[config.mk]
export PLATFORM = sky130hd
export DESIGN_NAME = gqv_fifo
export DESIGN_NICKNAME = d
export VERILOG_FILES = /design/src/hw/rtl/gqv_pkg.sv /design/src/hw/rtl/gqv_fifo.sv
export SDC_FILE = /design/constraint.sdc
export NUM_CORES = 1
export LEC_CHECK = 0
export ABC_AREA = 1
export BUFFER_PORTS_ARGS = -buffer_cell sky130_fd_sc_hd__buf_2
export CAP_MARGIN = 20
export CORE_ASPECT_RATIO = 1.25
export CORE_MARGIN = 1
export CORE_UTILIZATION = 50
export CTS_CLUSTER_DIAMETER = 150
export CTS_CLUSTER_SIZE = 40
export DETAILED_ROUTE_END_ITERATION = 6
export PLACE_DENSITY = 0.77
export SLEW_MARGIN = 20
export SYNTH_ARGS = -nofsm -noshare
export SYNTH_HDL_FRONTEND = slang
export SYNTH_SLANG_ARGS = --single-unit
[constraint.sdc]
create_clock -name clk -period 20.4 [get_ports clk]
set_input_delay 4.08 -clock clk [delete_from_list [all_inputs] [get_ports clk]]
set_output_delay 4.08 -clock clk [all_outputs]
set_load 0.03 [all_outputs]
[src/hw/rtl/gqv_pkg.sv]
// ----------------------------------------------------------------------------
// gqv_pkg
// Shared types, constants and helpers of the glyph quad vertex generator.
// ----------------------------------------------------------------------------
package gqv_pkg;

  localparam int GLYPH_ENTRIES = 256;
  localparam int GLYPH_AW      = $clog2(GLYPH_ENTRIES);
  localparam int KERN_ENTRIES  = 64;
  localparam int KERN_AW       = $clog2(KERN_ENTRIES);
  localparam int KCNT_W        = $clog2(KERN_ENTRIES + 1);

  localparam logic [1:0] OP_CHAR       = 2'd0;
  localparam logic [1:0] OP_LOAD_GLYPH = 2'd1;
  localparam logic [1:0] OP_LOAD_KERN  = 2'd2;
  localparam logic [1:0] OP_NEW_STRING = 2'd3;

  localparam logic CFG_ATLAS_WIDTH  = 1'b0;
  localparam logic CFG_ATLAS_HEIGHT = 1'b1;

  typedef struct packed {
    logic [15:0]        u0;
    logic [15:0]        v0;
    logic [15:0]        u1;
    logic [15:0]        v1;
    logic signed [17:0] right;
    logic signed [17:0] bottom;
    logic signed [15:0] advance;
    logic [7:0]         page;
  } glyph_t;

  typedef struct packed {
    logic [7:0]         first;
    logic [7:0]         second;
    logic signed [15:0] amount;
  } kern_t;

  typedef struct packed {
    logic signed [23:0] xl;
    logic signed [23:0] xr;
    logic signed [17:0] yb;
    logic [15:0]        u0;
    logic [15:0]        v0;
    logic [15:0]        u1;
    logic [15:0]        v1;
    logic [7:0]         page;
    logic               have_prev;
  } job_t;

  function automatic logic signed [23:0] sat24(input logic signed [24:0] v);
    logic signed [23:0] r;
    if (v > 25'sd8388607) begin
      r = 24'sh7FFFFF;
    end else if (v < -25'sd8388608) begin
      r = 24'sh800000;
    end else begin
      r = v[23:0];
    end
    return r;
  endfunction

  function automatic logic [15:0] sat_add16(input logic [15:0] a, input logic [15:0] b);
    logic [16:0] s;
    s = {1'b0, a} + {1'b0, b};
    return s[16] ? 16'hFFFF : s[15:0];
  endfunction

endpackage

[src/hw/rtl/gqv_fifo.sv]
// ----------------------------------------------------------------------------
// gqv_fifo
// Two-entry queue of quad jobs between the front and back ends.
// ----------------------------------------------------------------------------
module gqv_fifo (
  input  logic          clk,
  input  logic          rst_n,
  input  logic          push,
  input  gqv_pkg::job_t push_job,
  output logic          full,
  input  logic          pop,
  output gqv_pkg::job_t pop_job,
  output logic          empty
);
  import gqv_pkg::*;

  job_t       mem_r [2];
  logic       wp_r, rp_r;
  logic [1:0] cnt_r;

  assign full    = cnt_r == 2'd2;
  assign empty   = cnt_r == 2'd0;
  assign pop_job = mem_r[rp_r];

  always_ff @(posedge clk) begin
    if (!rst_n) begin
      wp_r  <= 1'b0;
      rp_r  <= 1'b0;
      cnt_r <= 2'd0;
    end else begin
      if (push) begin
        mem_r[wp_r] <= push_job;
        wp_r        <= ~wp_r;
      end
      if (pop) begin
        rp_r <= ~rp_r;
      end
      cnt_r <= cnt_r + {1'b0, push} - {1'b0, pop};
    end
  end

endmodule

==> metrics <==
leakage power 4.49 nW; clock sink total 283; required time worst endpoint 16.32 ns; average vias per placed instance 5.05; number of distinct library cell variants in the gate-level netlist after synthesis 14; area taken by multi-input logic gates 1680 um^2; signed area change from the synthesized netlist to the final layout 19.4%; unrepaired setup endpoints after global routing false; number of buffers added by the clock tree synthesis step 11; Die H 162 um; actual slew at the worst max-slew pin 1.01 ns; GRT Resource Usage Total 17.1%; final count of negative-setup-slack endpoints 0; Final Instance Count excl. Fillers 1027; worst rel slew slack 32.9%; synthesized instance count 464; Critical Path Fanout Max 84; cell internal power dissipation 0.819 mW; first-pass GRT wire length 27300 um; count of input and output buffers 283; sort of element at the end of the critical path primary output; final cycle utilization of the critical path 33.2%; RePlAce Congestion 0.731; share of total power in sequential cells 62.0%; biggest area contributors in the synthesized netlist edfxtp_1 (81%), mux2_2 (15%), buf_6 (1.2%); Seq cells post-synth 283; Clock Power Share 24.5%; Post-Place Cells 1007; clock root buffer clkbuf_16; library cell with the largest summed area after synthesis edfxtp_1; Max clock buf depth 3; fin crit period 6.77 ns; delay of the slowest cell on the worst path 0.84 ns; total via count in the routed design 5189; endpoint arrival time on the critical path 2.69 ns; antenna-violating nets left 0; H-tree depth 1; core area 20200 um^2; number of buffers inserted by post-CTS setup repair 0; Fmax achieved 148 MHz; number of resized instances in the post-cts repair step 0; number of nets at the end of the flow 895; startpoint-to-endpoint class of the critical path register to primary output; Die Outline Area 21200 um^2; overflow left after global routing 0; # IOs 284; horizontal die dimension 130 um; Synth warnings 0; starting density of the core 51.0%; Post-Syn Area per Cell 22.2 um^2; Yosys top cell area share 81.1%; number of endpoints with negative hold slack in the final report 0; combinational share of power 13.5%; sequence of cells on the critical path buf_6 > mux2_2 > buf_2; detail-routed net length per standard cell 18.3 um; maximum number of pins on one net before global-route repair 85; CTS tree done; hpwl dp 12700 um; # hold bufs at CTS 0; Clk Latency, worst-skew pair 0.47 ns; netlist area before placement 10300 um^2; share of final-layout standard cells stronger than drive strength 1 58.6%; length of the first detailed-routing pass in iterations 4; number of maximum-capacitance violations 0; initial antenna violation count 6; CTS clk-pin slew, worst paths 0.13 ns; Switching Share 24.1%; status completed; pins over their slew limit 0; Register-to-Register Setup Slack 18.58 ns; CP startpoint kind register; Pwr per Cell Area 87.8 nW/um^2; maximum vdd ir drop 0.0000755 V; count of unresolved DRC violations after routing 0; net switching power figure 0.260 mW; wire length after detailed routing 18800 um; sequential standard cell area 8450 um^2; class of the tightest hold or removal check register to register; number of filler cells placed in the layout 1483; row count 58; Net Count, Synth 609; setup TNS 0 ns; part of the Yosys area used for sequential elements 82.1%; cell with the biggest individual delay on the critical path dfxtp_4; number of global-route vias before repair 5299; Final Skew 0.0459 ns; number of DRC markers after the initial detailed-route iteration 315
-- layout make-up --
| class | instances | area share [%] |
|---|---|---|
| Inverter | 8 | 0.244 |
| Multi-Input combinational cell | 158 | 13.6 |
| Timing Repair Buffer | 288 | 11.9 |
| Antenna cell | 3 | 0.0611 |
| Clock buffer | 16 | 2.39 |
| Sequential cell | 283 | 68.8 |
| Tap cell | 270 | 2.75 |
| Clock inverter | 1 | 0.244 |
-- synthesized netlist by cell type --
library cell and count:
dfxtp_1 5, xnor2_1 1, inv_1 8, nand2_1 6, buf_6 11, nor2_1 6
ha_1 2, a21oi_1 2, edfxtp_1 278, nor3_1 1, nand3_1 1, buf_2 2
mux2_2 139, buf_4 2
-- worst max-delay path, delay by kind of cell, from the launching register on --
kind     cells  cell delay, ns
mux          1            0.43
buf+inv      2            0.87
flops        1            0.84
-- logic make-up after synthesis --
family	Yosys count	synth area share [%]
mux	139	15.2
fa+ha+maj	2	0.243
flops	283	82.1
buf+inv	23	1.74
xor+xnor	1	0.0851
compound gates	2	0.0973
simple gates	14	0.535
-- power groups by stage --
stage,Combinational (mW),Clock [mW],Sequential (mW)
2_1_floorplan,0.105,0,0.681
3_3_place_gp,0.143,0,0.681
3_5_place_dp,0.147,0,0.683
4_1_cts,0.147,0.273,0.670
5_1_grt,0.154,0.292,0.671
6_report,0.145,0.264,0.669
-- worst paths after layout --
kind	from	endpoint	cells after the start
setup / recovery	register	pop_job[29]	3
hold / removal	wp_r	wp_r	2
setup reg to reg	wp_r	mem_r[1][16]	3
hold reg to reg	wp_r	wp_r	2
-- metrics by stage --
stage | total power [mW] | util (%) | worst slack [ns] | hold slack [ns] | instance area, um^2
final | 1.08 | 60.9 | 13.63 | 0.477 | 12300
after global routing | 1.12 | 60.9 | 13.45 | 0.507 | 12300
after CTS | 1.09 | 60.8 | 13.28 | 0.480 | 12300
after detailed placement | 0.830 | 59.2 | 13.83 | 0.461 | 12000
after global placement | 0.824 | 59.2 | 13.90 | 0.450 | 12000
after floorplan | 0.787 | - | 6.07 | 0.443 | 10300
-- placed cells by master, fill, tap and decap left out --
cell and instances:
buf_2 283, edfxtp_1 278, mux2_2 139, clkbuf_16 11, inv_1 8, nand2_1 6, nor2_1 5, clkbuf_1 5
dfxtp_1 4, buf_4 4, diode_2 3, a21oi_1 2, ha_1 2, nor3_2 1, xnor2_1 1, nor2_4 1
nand3_1 1, dfxtp_4 1, clkinv_16 1, buf_6 1
-- flip-flops by register name (all words and copies together), names as in the netlist, named ones only --
register	count
mem_r	278
cnt_r	2
rp_r	1
wp_r	1
-- routing by layer --
metal / GRT usage, % / vias to the layer above / part of all wire (%)
li1: - / 2384 / -
met1: 19.0 / 2553 / 36
met2: 30.5 / 200 / 53
met3: 5.03 / 46 / 7.8
met4: 6.50 / 6 / 3.2
met5: 0 / - / 0.17
Note: power is estimated with default switching activity, not from simulation.
