File: config.mk
export PLATFORM = sky130hd
export DESIGN_NAME = gqv_back
export DESIGN_NICKNAME = d
export VERILOG_FILES = /design/src/hw/rtl/gqv_pkg.sv /design/src/hw/rtl/gqv_back.sv
export SDC_FILE = /design/constraint.sdc
export NUM_CORES = 1
export LEC_CHECK = 0
export ABC_AREA = 1
export BUFFER_PORTS_ARGS = -buffer_cell sky130_fd_sc_hd__buf_4
export CORE_UTILIZATION = 27
export CTS_CLUSTER_DIAMETER = 200
export CTS_CLUSTER_SIZE = 40
export DETAILED_ROUTE_END_ITERATION = 16
export GPL_ROUTABILITY_DRIVEN = 0
export SETUP_SLACK_MARGIN = 0.5
export SYNTH_ARGS = -nofsm -noshare
export SYNTH_HDL_FRONTEND = slang
export SYNTH_SLANG_ARGS = --single-unit
File: constraint.sdc
create_clock -name clk -period 10.1 [get_ports clk]
set_clock_uncertainty 0.15 [all_clocks]
set_input_delay 0 -clock clk [delete_from_list [all_inputs] [get_ports clk]]
set_output_delay 0 -clock clk [all_outputs]
set_load 0.02 [all_outputs]
File: src/hw/rtl/gqv_pkg.sv
// ----------------------------------------------------------------------------
// gqv_pkg
// Shared types, constants and helpers of the glyph quad vertex generator.
// ----------------------------------------------------------------------------
package gqv_pkg;

  localparam int GLYPH_ENTRIES = 256;
  localparam int GLYPH_AW      = $clog2(GLYPH_ENTRIES);
  localparam int KERN_ENTRIES  = 64;
  localparam int KERN_AW       = $clog2(KERN_ENTRIES);
  localparam int KCNT_W        = $clog2(KERN_ENTRIES + 1);

  localparam logic [1:0] OP_CHAR       = 2'd0;
  localparam logic [1:0] OP_LOAD_GLYPH = 2'd1;
  localparam logic [1:0] OP_LOAD_KERN  = 2'd2;
  localparam logic [1:0] OP_NEW_STRING = 2'd3;

  localparam logic CFG_ATLAS_WIDTH  = 1'b0;
  localparam logic CFG_ATLAS_HEIGHT = 1'b1;

  typedef struct packed {
    logic [15:0]        u0;
    logic [15:0]        v0;
    logic [15:0]        u1;
    logic [15:0]        v1;
    logic signed [17:0] right;
    logic signed [17:0] bottom;
    logic signed [15:0] advance;
    logic [7:0]         page;
  } glyph_t;

  typedef struct packed {
    logic [7:0]         first;
    logic [7:0]         second;
    logic signed [15:0] amount;
  } kern_t;

  typedef struct packed {
    logic signed [23:0] xl;
    logic signed [23:0] xr;
    logic signed [17:0] yb;
    logic [15:0]        u0;
    logic [15:0]        v0;
    logic [15:0]        u1;
    logic [15:0]        v1;
    logic [7:0]         page;
    logic               have_prev;
  } job_t;

  function automatic logic signed [23:0] sat24(input logic signed [24:0] v);
    logic signed [23:0] r;
    if (v > 25'sd8388607) begin
      r = 24'sh7FFFFF;
    end else if (v < -25'sd8388608) begin
      r = 24'sh800000;
    end else begin
      r = v[23:0];
    end
    return r;
  endfunction

  function automatic logic [15:0] sat_add16(input logic [15:0] a, input logic [15:0] b);
    logic [16:0] s;
    s = {1'b0, a} + {1'b0, b};
    return s[16] ? 16'hFFFF : s[15:0];
  endfunction

endpackage

File: src/hw/rtl/gqv_back.sv
// ----------------------------------------------------------------------------
// gqv_back
// Expands each quad job into its strip vertices through an output register.
// ----------------------------------------------------------------------------
module gqv_back (
  input  logic                clk,
  input  logic                rst_n,
  input  gqv_pkg::job_t       pop_job,
  input  logic                empty,
  output logic                pop,
  output logic                out_valid,
  input  logic                out_ready,
  output logic signed [23:0]  out_pos_x,
  output logic signed [17:0]  out_pos_y,
  output logic [15:0]         out_tex_u,
  output logic [15:0]         out_tex_v,
  output logic [7:0]          out_tex_page,
  output logic                out_last_of_run
);
  import gqv_pkg::*;

  job_t               job_r;
  logic               job_vld_r;
  logic [2:0]         step_r;
  logic               out_valid_r;
  logic signed [23:0] prev_x_r;
  logic signed [17:0] prev_y_r;
  logic [15:0]        prev_u_r, prev_v_r;
  logic [7:0]         prev_page_r;

  logic               emit;
  logic signed [23:0] vx;
  logic signed [17:0] vy;
  logic [15:0]        vu, vv;
  logic [7:0]         vp;

  assign pop       = !job_vld_r && !empty;
  assign emit      = job_vld_r && (!out_valid_r || out_ready);
  assign out_valid = out_valid_r;

  always_comb begin
    vx = job_r.xl;
    vy = '0;
    vu = job_r.u0;
    vv = job_r.v0;
    vp = job_r.page;
    unique case (step_r)
      3'd0: begin
        vx = prev_x_r;
        vy = prev_y_r;
        vu = prev_u_r;
        vv = prev_v_r;
        vp = prev_page_r;
      end
      3'd3: begin
        vy = job_r.yb;
        vv = job_r.v1;
      end
      3'd4: begin
        vx = job_r.xr;
        vu = job_r.u1;
      end
      3'd5: begin
        vx = job_r.xr;
        vy = job_r.yb;
        vu = job_r.u1;
        vv = job_r.v1;
      end
      default: vx = job_r.xl;
    endcase
  end

  always_ff @(posedge clk) begin
    if (!rst_n) begin
      job_vld_r   <= 1'b0;
      step_r      <= '0;
      out_valid_r <= 1'b0;
      prev_x_r    <= '0;
      prev_y_r    <= '0;
      prev_u_r    <= '0;
      prev_v_r    <= '0;
      prev_page_r <= '0;
    end else begin
      if (pop) begin
        job_r     <= pop_job;
        job_vld_r <= 1'b1;
        step_r    <= pop_job.have_prev ? 3'd0 : 3'd2;
      end
      if (emit) begin
        out_valid_r     <= 1'b1;
        out_pos_x       <= vx;
        out_pos_y       <= vy;
        out_tex_u       <= vu;
        out_tex_v       <= vv;
        out_tex_page    <= vp;
        out_last_of_run <= step_r == 3'd5;
        if (step_r == 3'd5) begin
          job_vld_r   <= 1'b0;
          prev_x_r    <= job_r.xr;
          prev_y_r    <= job_r.yb;
          prev_u_r    <= job_r.u1;
          prev_v_r    <= job_r.v1;
          prev_page_r <= job_r.page;
        end else begin
          step_r <= step_r + 3'd1;
        end
      end else if (out_ready) begin
        out_valid_r <= 1'b0;
      end
    end
  end

endmodule

==> results of run 1 <==
-- synthesized netlist by cell type --
cell type    n
buf_8        2
buf_6        6
o21ai_0     28
inv_2        1
o211ai_1    40
ha_1         3
edfxtp_1   221
nor2_1     191
dfxtp_1     87
inv_1       91
nor2_4       1
nand3_4      1
inv_4        1
nand2_1    221
buf_2       23
clkbuf_1    13
nand2_2     79
buf_12       7
a21oi_1     19
nand3_1     19
-- worst min path at each step --
stage	start	endpoint	slack (ps)
floorplan	empty	pop	-60
global placement	pop_job[105]	job_r[105]	30
detailed placement	pop_job[57]	job_r[57]	30
CTS	pop_job[46]	job_r[46]	10
global route	pop_job[41]	job_r[41]	10
finish	pop_job[137]	job_r[137]	30
-- cell families (layout without fill, tap and decap cells) --
| family | after synthesis | count (layout) | synth area share [%] |
|---|---|---|---|
| compound gates | 87 | 87 | 4.51 |
| buf+inv | 144 | 493 | 6.35 |
| other cells | 0 | 1 | 0 |
| fa+ha+maj | 3 | 3 | 0.316 |
| flops | 308 | 308 | 70.6 |
| simple gates | 512 | 512 | 18.2 |
-- per-layer routing --
layer / GRT usage [%] / wire, um / vias to the layer above
li1: - / - / 4093
met1: 16.7 / 13100 / 4031
met4: 2.30 / 374 / 2
met2: 23.2 / 15100 / 184
met5: 0 / 10 / -
met3: 2.03 / 1350 / 23
-- sequential cells by signal (all words and copies together) (netlist names), 16 cells and up --
| register | count |
|---|---|
| prev_u_r | 16 |
| job_r | 138 |
| prev_x_r | 24 |
| out_pos_y | 18 |
| out_tex_u | 16 |
| prev_y_r | 18 |
| out_pos_x | 24 |
| prev_v_r | 16 |
| out_tex_v | 16 |
-- stage by stage --
step / instance area [um2] / utilization [%]
after floorplan: 11900 / -
after global placement: 14000 / 32.4
after detailed placement: 14000 / 32.4
after CTS: 15800 / 36.6
after global routing: 15800 / 36.6
final: 15800 / 36.6
-- worst max-delay path, cell delays in order --
cell	delay, ps
dlygate4sd3_1	520
buf_4	390
inv_1	250
nor2_4	140
buf_4	820
buf_4	850
-- what timing repair did --
item                                    in CTS  in global routing
endpoints found under the setup margin       0                  0
hold buffers                               147                  0
endpoints found under the hold margin      174                  0
-- layout make-up --
type / instances / share of cell area (%)
flip-flops and latches: 308 / 53.1
repair buffers: 383 / 20.5
well taps: 585 / 4.64
inverters: 93 / 2.23
multi-input cells: 602 / 17.5
clock buffers: 16 / 1.86
diodes: 1 / 0.0159
clock inverters: 1 / 0.103
-- power breakdown --
part           switching, mW  total, mW  internal (mW)
Combinational          0.163      0.285          0.122
Sequential            0.0192       1.44           1.42
Clock                  0.380      0.590          0.210
==> impl_metrics.py, run 1 <==
metrics = {
    "clock_tree": {
        "cts_root_buf": "clkbuf_16",
        "cts_tree": "yes",
        "cts_resized": 0,
        "clk_pin_slew_ps": 140,
        "h-tree-depth": 1,
        "cts_buffer_depth": 3,
        "post-cts-setup-buffer-count": 0,
        "cts_sinks": 308,
        "cts_made_buffers": 11,
        "clock_latency_ps": 500,
    },
    "floorplanning": {
        "start_util_pct": 27.5,
        "die_h_um": 212,
        "pin_count": 228,
        "die_w_um": 212,
        "die-area_mm2": 0.0448,
        "coreArea_mm2": 0.0432,
        "fp-row-count": 76,
    },
    "drt": {
        "dr.first_iter.drc_count": 409,
        "ant_nets": 0,
        "first_pass_iters": 4,
        "drt-total-wl_um": 30000,
        "drc": 0,
        "wire_per_inst_um": 15.1,
        "vias": 8333,
        "viasPerCell": 4.19,
    },
    "sta": {
        "fin_crit_sh_pct": 30.2,
        "final.setup.tns_ps": 0,
        "relSlewSlack_pct": 25.4,
        "setup_violations": 0,
        "finalHoldViolations": 0,
        "min_period_ps": 3050,
        "whs_ps": 33.3,
        "rsz0062_at_grt": "no",
        "fin_ws_ps": 7050,
        "drv_slew": 0,
        "tightest_slew_ps": 1120,
        "fmaxAchievable_ghz": 0.328,
    },
    "synthesis": {
        "syn_avg_cell_area_um2": 11.3,
        "synth-warning-count": 0,
        "yosys.area.top_type": "edfxtp_1",
        "yosys_register_bits": 308,
        "synth_area_leaders": "edfxtp_1, dfxtp_1, nand2_1, nor2_1, nand2_2",
        "synth_top_area_share_pct": 55.9,
        "netlist_area_mm2": 0.0119,
        "synth_seq_area_share_pct": 70.6,
        "synthDistinctLibCells": 20,
        "synth_nets": 1200,
        "syn_inst": 1054,
    },
    "placed_design": {
        "portBuffers": 227,
        "place_inst": 1824,
        "dpl_worst_slack_ps": 6950,
        "dp_hpwl_um": 17600,
    },
    "grt": {
        "grt_pass1_vias": 8222,
        "antenna_found_initial": 2,
        "grt_pass1_wl_um": 45300,
        "grt.total_usage_pct": 13.0,
        "grt_overflow_total": 0,
        "grt_max_degree": 75,
    },
    "finish": {
        "final_nets": 1545,
        "fillers": 4241,
        "final_common_cell": "buf_4",
        "drive_gt1_share_pct": 23.9,
        "final_cell_mix": "buf_4, edfxtp_1, nand2_1",
        "fin_cells": 1989,
        "multi_input_area_mm2": 0.00277,
        "regArea_mm2": 0.00838,
        "syn_to_final_growth_pct": 33.0,
    },
    "hold_path": {
        "hold_class": "primary input to flip-flop",
        "hold_depth": 2,
    },
    "setup_path": {
        "ff2ff_path_depth": 5,
        "worstSetupEndpointType": "flip-flop",
        "rrSetupSlack_ps": 7130,
        "crit_path_start_kind": "primary input",
        "crit_start": "rst_n",
        "worst-setup-path-type": "primary input to flip-flop",
        "required_ps": 10100,
        "reg2reg_from": "job_vld_r",
        "r2r-end": "job_r[111]",
        "cp-endpoint": "job_r[111]",
        "worstPathArrival_ps": 3050,
        "worst-path-max-fanout": 74,
    },
    "outcome": {
        "status": "complete, no violations",
    },
    "pwr": {
        "peakVddDrop_v": 0.0000931,
        "power.leakage_nw": 6.39,
        "powerDensity_mw_per_mm2": 146,
        "power_mw": 2.31,
    },
    "flow_run": {
        "drv_cap": 0,
    },
}
Note: power is estimated with default switching activity, not from simulation.
==> run 2, diff against run 1 <==
clock period = 2.95 ns   (was 10.1 ns; I/O delays follow)
==> impl_metrics.py, run 2 (same netlist as run 1, synthesis figures left out) <==
metrics = {
    "grt": {
        "grt_pass1_vias": 8210,
        "grt.total_usage_pct": 12.9,
        "antenna_found_initial": 2,
        "grt_max_degree": 129,
        "grt_overflow_total": 0,
        "grt_pass1_wl_um": 44600,
    },
    "outcome": {
        "status": "complete, no violations",
    },
    "sta": {
        "tightest_slew_ps": 852,
        "rsz0062_at_grt": "no",
        "fin_ws_ps": 748,
        "finalHoldViolations": 0,
        "whs_ps": 46.3,
        "min_period_ps": 2200,
        "drv_slew": 0,
        "setup_violations": 0,
        "fin_crit_sh_pct": 74.6,
        "relSlewSlack_pct": 43.2,
        "fmaxAchievable_ghz": 0.454,
        "final.setup.tns_ps": 0,
    },
    "placed_design": {
        "portBuffers": 227,
        "dp_hpwl_um": 17800,
        "dpl_worst_slack_ps": 823,
        "placed_area_mm2": 0.0141,
        "place_inst": 1831,
    },
    "setup_path": {
        "worstPathArrival_ps": 2510,
        "rrSetupSlack_ps": 750,
        "slowest_delay_ps": 570,
        "crit_slowest_cell": "dlygate4sd3_1",
        "crit_chain": "nor2_1, nand2_1, dlygate4sd3_1, nand3_1, dlygate4sd3_1, nand2_1, nor2_1",
        "crit_path_start_kind": "flip-flop",
        "required_ps": 3250,
        "worst-path-max-fanout": 7,
        "worstSetupEndpointType": "flip-flop",
        "worst-setup-path-type": "flip-flop to flip-flop",
    },
    "floorplanning": {
        "die_h_um": 212,
        "pin_count": 228,
        "fp-row-count": 76,
        "start_util_pct": 27.5,
        "die-area_mm2": 0.0448,
        "die_w_um": 212,
        "coreArea_mm2": 0.0432,
    },
    "clock_tree": {
        "cts_resized": 0,
        "post-cts-setup-buffer-count": 0,
        "cts_sinks": 308,
        "cts_buffer_depth": 3,
        "h-tree-depth": 1,
        "cts_root_buf": "clkbuf_16",
        "cts_tree": "yes",
        "hold_buffers": 146,
        "clock_latency_ps": 500,
        "cts_made_buffers": 11,
        "clk_pin_slew_ps": 140,
    },
    "pwr": {
        "power_mw": 7.91,
        "powerDensity_mw_per_mm2": 497,
        "p_comb_share_pct": 12.7,
        "p_int_mw": 6.02,
        "peakVddDrop_v": 0.000311,
        "seq_power_share_pct": 62.1,
        "power.leakage_nw": 6.44,
        "switching_share_pct": 23.9,
        "power.switching_mw": 1.89,
        "clkPwrFrac_pct": 25.1,
    },
    "drt": {
        "first_pass_iters": 6,
        "wire_per_inst_um": 14.7,
        "viasPerCell": 4.12,
        "ant_nets": 0,
        "vias": 8225,
        "drt-total-wl_um": 29400,
        "drc": 0,
        "dr.first_iter.drc_count": 419,
    },
    "finish": {
        "largest_reg_flops": 138,
        "postLayoutCellArea_mm2": 0.0159,
        "syn_to_final_growth_pct": 34.1,
        "final_cell_mix": "buf_4, edfxtp_1, nand2_1",
        "drive_gt1_share_pct": 24.6,
        "fin_cells": 1995,
        "final_nets": 1551,
        "utilization_pct": 36.9,
        "reg_top3": "job_r x138, out_pos_x x24, prev_x_r x24",
        "fillers": 4198,
        "final_common_cell": "buf_4",
        "regMostFlops": "job_r",
    },
    "flow_run": {
        "drv_cap": 0,
    },
    "hold_path": {
        "hold_class": "primary input to flip-flop",
    },
}
## run 2: cell count changes in the layout (fill, tap and decap cells not counted), sizes merged
cell | previous run | this run
buf | 236 | 243
dlygate4sd3 | 147 | 146
## run 2: layout make-up
class | count | area (um2) | area share (%)
Antenna cell | 1 | 2.50 | 0.0157
Clock buffer | 16 | 294 | 1.85
Clock inverter | 1 | 16.3 | 0.102
Inverter | 93 | 352 | 2.21
Multi-Input combinational cell | 602 | 2780 | 17.4
Sequential cell | 308 | 8380 | 52.7
Tap cell | 585 | 732 | 4.60
Timing Repair Buffer | 389 | 3360 | 21.1
## run 2: layer usage
metal | GRT usage, % | part of all wire, % | vias to the layer above
met5 | 0 | 0.044 | -
met4 | 3.10 | 1.5 | 2
met3 | 1.84 | 3.7 | 29
met2 | 23.8 | 52 | 189
met1 | 15.7 | 43 | 3904
li1 | - | - | 4101
## run 2: power groups by stage
stage	Clock, mW	Sequential, mW	Combinational (mW)
CTS	2.10	4.92	1.02
global placement	0	5.02	0.841
global route	2.23	4.94	1.09
detailed placement	0	5.02	0.861
floorplan	0	5.09	0.315
finish	1.99	4.92	1.01
## run 2: final timing paths
kind	start	to	cells past startpoint
setup / recovery	job_vld_r	step_r[1]	7
hold / removal	pop_job[35]	job_r[35]	2
setup reg to reg	job_vld_r	step_r[1]	7
hold reg to reg	job_r[95]	prev_x_r[4]	2
## run 2: worst max-delay path: cells and delay by family, from the launching register on
family	cells	cell delay, ps
buffers and inverters	2	1120
and+or+nand+nor	5	480
DFF	1	400
